## src/rtl/core/tmce_pkg.sv

```systemverilog
// shared types, sizes and codes for the text mode console engine
// no dependencies; used by every module in rtl/core
package tmce_pkg;

  // screen geometry
  localparam int COLUMNS = 80;
  localparam int ROWS    = 25;
  localparam int CELLS   = COLUMNS * ROWS;

  // field widths of the items
  localparam int KIND_W    = 3;
  localparam int CHAR_W    = 8;
  localparam int ATTR_W    = 8;
  localparam int IN_COL_W  = 7;
  localparam int IN_ROW_W  = 5;
  localparam int CELL_W    = 16;
  localparam int POS_W     = 11;

  // derived storage and cursor widths
  localparam int CELL_AW   = $clog2(CELLS);
  localparam int CUR_COL_W = $clog2(COLUMNS);
  localparam int CUR_ROW_W = $clog2(ROWS);

  // address unit operand widths
  localparam int AU_ROW_W  = (IN_ROW_W > CUR_ROW_W) ? IN_ROW_W : CUR_ROW_W;
  localparam int AU_OFF_W  = (IN_COL_W > CELL_AW) ? IN_COL_W : CELL_AW;
  localparam int SUM_W     = $clog2(((2 ** AU_ROW_W) - 1) * COLUMNS + (2 ** AU_OFF_W));

  // sweep limits
  localparam int SCROLL_LAST = CELLS - COLUMNS - 1;
  localparam int LAST_ROW_AT = CELLS - COLUMNS;

  // character and attribute constants
  localparam logic [CHAR_W-1:0] CH_BLANK     = 8'h20;
  localparam logic [CHAR_W-1:0] CH_NEWLINE   = 8'h0a;
  localparam logic [CHAR_W-1:0] CH_RETURN    = 8'h0d;
  localparam logic [CHAR_W-1:0] CH_BACKSPACE = 8'h08;
  localparam logic [ATTR_W-1:0] RESET_ATTR   = 8'h07;

  // item kinds
  typedef enum logic [KIND_W-1:0] {
    KIND_PUT    = 3'd0,
    KIND_CLEAR  = 3'd1,
    KIND_WRITE  = 3'd2,
    KIND_READ   = 3'd3,
    KIND_CURSOR = 3'd4
  } kind_t;

  // address unit request and response
  typedef struct packed {
    logic [AU_ROW_W-1:0] row;
    logic [AU_OFF_W-1:0] offset;
  } au_req_t;

  typedef struct packed {
    logic [SUM_W-1:0] sum;
    logic             in_range;
  } au_rsp_t;

  // ram write port
  typedef struct packed {
    logic               en;
    logic [CELL_AW-1:0] addr;
    logic [CELL_W-1:0]  data;
  } ram_wr_t;

endpackage

```

## src/rtl/core/tmce_addr_unit.sv

```systemverilog
// shared address unit: row * COLUMNS + offset and a bound check on the cell count
// depends on tmce_pkg for widths and the request/response structs
module tmce_addr_unit (
  input  tmce_pkg::au_req_t req,
  output tmce_pkg::au_rsp_t rsp
);

  logic [tmce_pkg::SUM_W-1:0] row_base;

  always_comb begin
    row_base     = tmce_pkg::SUM_W'(req.row) * tmce_pkg::SUM_W'(tmce_pkg::COLUMNS);
    rsp.sum      = row_base + tmce_pkg::SUM_W'(req.offset);
    rsp.in_range = rsp.sum < tmce_pkg::SUM_W'(tmce_pkg::CELLS);
  end

endmodule

```

## config.mk

```make
export PLATFORM = sky130hd
export DESIGN_NAME = tmce_addr_unit
export DESIGN_NICKNAME = d
export VERILOG_FILES = /design/src/rtl/core/tmce_pkg.sv /design/src/rtl/core/tmce_addr_unit.sv
export SDC_FILE = /design/constraint.sdc
export NUM_CORES = 1
export LEC_CHECK = 0
export ABC_AREA = 0
export BUFFER_PORTS_ARGS = -buffer_cell sky130_fd_sc_hd__buf_4
export CAP_MARGIN = 10
export CORE_AREA = 4 4 41 43
export DETAILED_ROUTE_END_ITERATION = 6
export DIE_AREA = 0 0 45 47
export GPL_ROUTABILITY_DRIVEN = 0
export PLACE_DENSITY = 0.72
export SETUP_SLACK_MARGIN = 0.02
export SLEW_MARGIN = 20
export SYNTH_ARGS = -nofsm -noshare
export SYNTH_HDL_FRONTEND = slang
export SYNTH_SLANG_ARGS = --single-unit
```

## constraint.sdc

```tcl
create_clock -name vclk -period 6.2
set_input_delay 1.86 -clock vclk [all_inputs]
set_output_delay 1.86 -clock vclk [all_outputs]
set_load 0.005 [all_outputs]
```

# After elaboration in Yosys (flattened, before gate mapping)
# Index checks and enable logic that the tools add are counted.
# W data, S select, Z words.
dict set report op_classes {
  mul 1
  magnitude_cmp 1
  n_addsub 1
}
# cell count
set ops {}
lappend ops {{$add A12 B11 Y13} 1}
lappend ops {{$lt A13 B11 Y1 const B} 1}
lappend ops {{$mul A5 B3 Y8 const B} 1}
dict set report totals {
  reg_bits 0
  inputBits 16
}

# Logic depth before layout (Yosys ltp)
dict set report depth {
  depth_word 3
  ltp_mapped 10
  ltp_nobuf 10
}

# Worst setup path after synthesis
# No wires, ideal clock.
dict set report synth_path {
  path_type {input to output}
  from {input req[12] (netlist name)}
  to {output rsp[0] (netlist name)}
  n_path_buf 0
  stages 9
  t_arrival_ps 4018
  slack_ps 322
  required_time_ps 4340
  cell_sequence {ha_1 > ha_1 > fa_1 > xor2_1 > ha_1 > nand3_1 > or3b_1 > a32oi_2 > a311oi_2}
}
# element line_no
set synth_rtl {}
lappend synth_rtl {{start, declared} tmce_addr_unit.sv:4} ;# input tmce_pkg::au_req_t req,
lappend synth_rtl {{end, declared} tmce_addr_unit.sv:5} ;# output tmce_pkg::au_rsp_t rsp

==> results.cfg <==
[worst_setup_path]
worst-path-max-fanout = 3
crit_path_end_kind = primary output
arrival_ns = 4.21
cp.required_ns = 4.34
startpoint_type = input pin
path_class = input pin to primary output

[global_route]
globalRouteTotalUtil = 0.136
grt_max_degree = 6
grt_pass1_wl_um = 2240
antenna_found_initial = 0
grt_overflow = 0
grt_pass1_vias = 537

[yosys]
syn_area_sq_um = 512
synth_top_area_share = 0.342
yosysUniqueCellTypes = 22
synth_nets = 88
avgSynthCellArea_sq_um = 9.14
synthTopCellsByArea = ha_1 (34%), fa_1 (7.8%), a21o_1 (7.3%)
synth_warnings = 0
yosysSeqAreaShare = 0
yosysMostFrequentCell = ha_1
syn_inst = 56
synth_top_cell_by_area = ha_1
synth_commonest_cells = ha_1 (14), a21o_1 (5), a21oi_1 (4), buf_4 (4), xor2_1 (4)

[timing]
max_clock_freq_mhz = 165
setup_violations = 0
hold_viol_final = 0
rsz0062_at_grt = false
slew_viol_final = 0
fin_crit_sh = 0.980
max-slew-margin-rel = 0.824
fin_crit_ns = 6.07
timing.hold.ws_ns = 3.72
tightestPinTransition_ns = 0.264
finalSetupTns_ns = 0

[final_layout]
register_area_sq_um = 0
design_area_sq_um = 756
stdcell_count = 93
seq_cells = 0
layout-drive-gt1-share = 0.474
syn2layout_area_growth_pct = 47.7
nClkBuffers = 0
nets = 112
final_util = 0.581
antenna_cells = 0

[drt]
drt_wl_total_um = 1340
first_pass_iters = 4
drt_iter0_markers = 2
routed-via-count = 508
drt-vias-per-instance = 5.46
drc_errors = 0
wl_per_cell_um = 14.4
ant_nets = 0

[placed_design]
dpl.cell_count = 93
post_dp_cell_area_sq_um = 696
io_buffer_count = 22
hpwl_um = 1190

[worst_hold_path]
hold_class = input pin to primary output
hp-start = req[2]
hold_end = rsp[3]
whs_path_depth = 0

[pwr]
netSwitchingFraction = 0.459
p_leak_nw = 0.373
power_switching_w = 0.0000607
power.density_mw_per_mm2 = 175
internal_power_w = 0.0000715
ir_worst_vdd_mv = 0.101
pwr-share-clk = 0
power_frac_comb = 1.000
pwr-share-seq = 0

[floorplanning]
rows = 13
dieHeight_um = 47
dieArea_sq_mm = 0.00212
start_util = 0.393
core_area_sq_mm = 0.00130
io_pins = 30
die_x_um = 45

[flow_run]
maxCapViolCount = 0

[run_status]
status = finished, final reports clean
==> stage by stage <==
| stage | setup WS (ns) | total power (W) |
|---|---|---|
| 4_1_cts | 0.0200 | 0.000127 |
| 3_3_place_gp | 0.0185 | 0.000122 |
| 3_5_place_dp | -0.00644 | 0.000125 |
| 2_1_floorplan | 0.322 | 0.0000721 |
| 5_1_grt | 0.0153 | 0.000147 |
| 6_report | 0.126 | 0.000132 |
==> cells in the final DEF (no fill, tap or decap), types with 2 or more instances in the layout <==
cell and count:
buf_4 23, ha_1 11, a21o_1 5, a21oi_1 4
xor2_1 3, nor2_1 3, xnor2_1 3, buf_6 3
nand3_1 2, a21oi_2 2, ha_4 2
==> power groups by stage <==
stage | registers (W) | clock network (W) | logic (W)
CTS | 0 | 0 | 0.000127
global placement | 0 | 0 | 0.000122
global route | 0 | 0 | 0.000147
finish | 0 | 0 | 0.000132
floorplan | 0 | 0 | 0.0000721
detailed placement | 0 | 0 | 0.000125
==> worst max path at each step <==
stage | from | slack (ns) | cells after the start | to
after floorplan | req[12] | 0.32 | 9 | rsp[0]
after global placement | req[12] | 0.02 | 11 | rsp[0]
after global routing | req[15] | 0.02 | 11 | rsp[0]
final | req[14] | 0.13 | 11 | rsp[0]
after detailed placement | req[12] | -0.006 | 11 | rsp[0]
after CTS | req[12] | 0.02 | 11 | rsp[0]
==> critical path: stages <==
cell and delay (ns):
buf_6 0.10, ha_4 0.23, ha_4 0.16, fa_2 0.41
xor2_2 0.17, ha_1 0.33, nand3_2 0.11, or3b_1 0.40
a32oi_2 0.24, a311oi_2 0.05, buf_4 0.15
==> cells by family after synthesis <==
group	count (synthesis)	synth area share
adders and majority gates	16	0.421
AOI/OAI and AO/OA	20	0.318
buffers and inverters	5	0.0660
and+or+nand+nor	8	0.0758
xor gates and xnor gates	7	0.120
==> area by class of cell <==
class / count / area (sq um)
multi-input cells: 51 / 527
fillers: 133 / 546
inverters: 1 / 3.75
well taps: 15 / 18.8
repair buffers: 26 / 206
==> layer usage <==
metal	share of wire	wire, um	global-route usage
met2	0.52	703	0.266
met1	0.44	596	0.179
met3	0.031	42	0
met5	0	0	0
met4	0	0	0
==> what timing repair did <==
action                                 CTS  global route
resized for setup                        1            10
endpoints found under the hold margin    0             0
hold buffers                             0             0
pin swaps                                1            10
setup endpoints to repair                1             2
setup buffers                            0             0
Note: power is estimated with default switching activity, not from simulation.
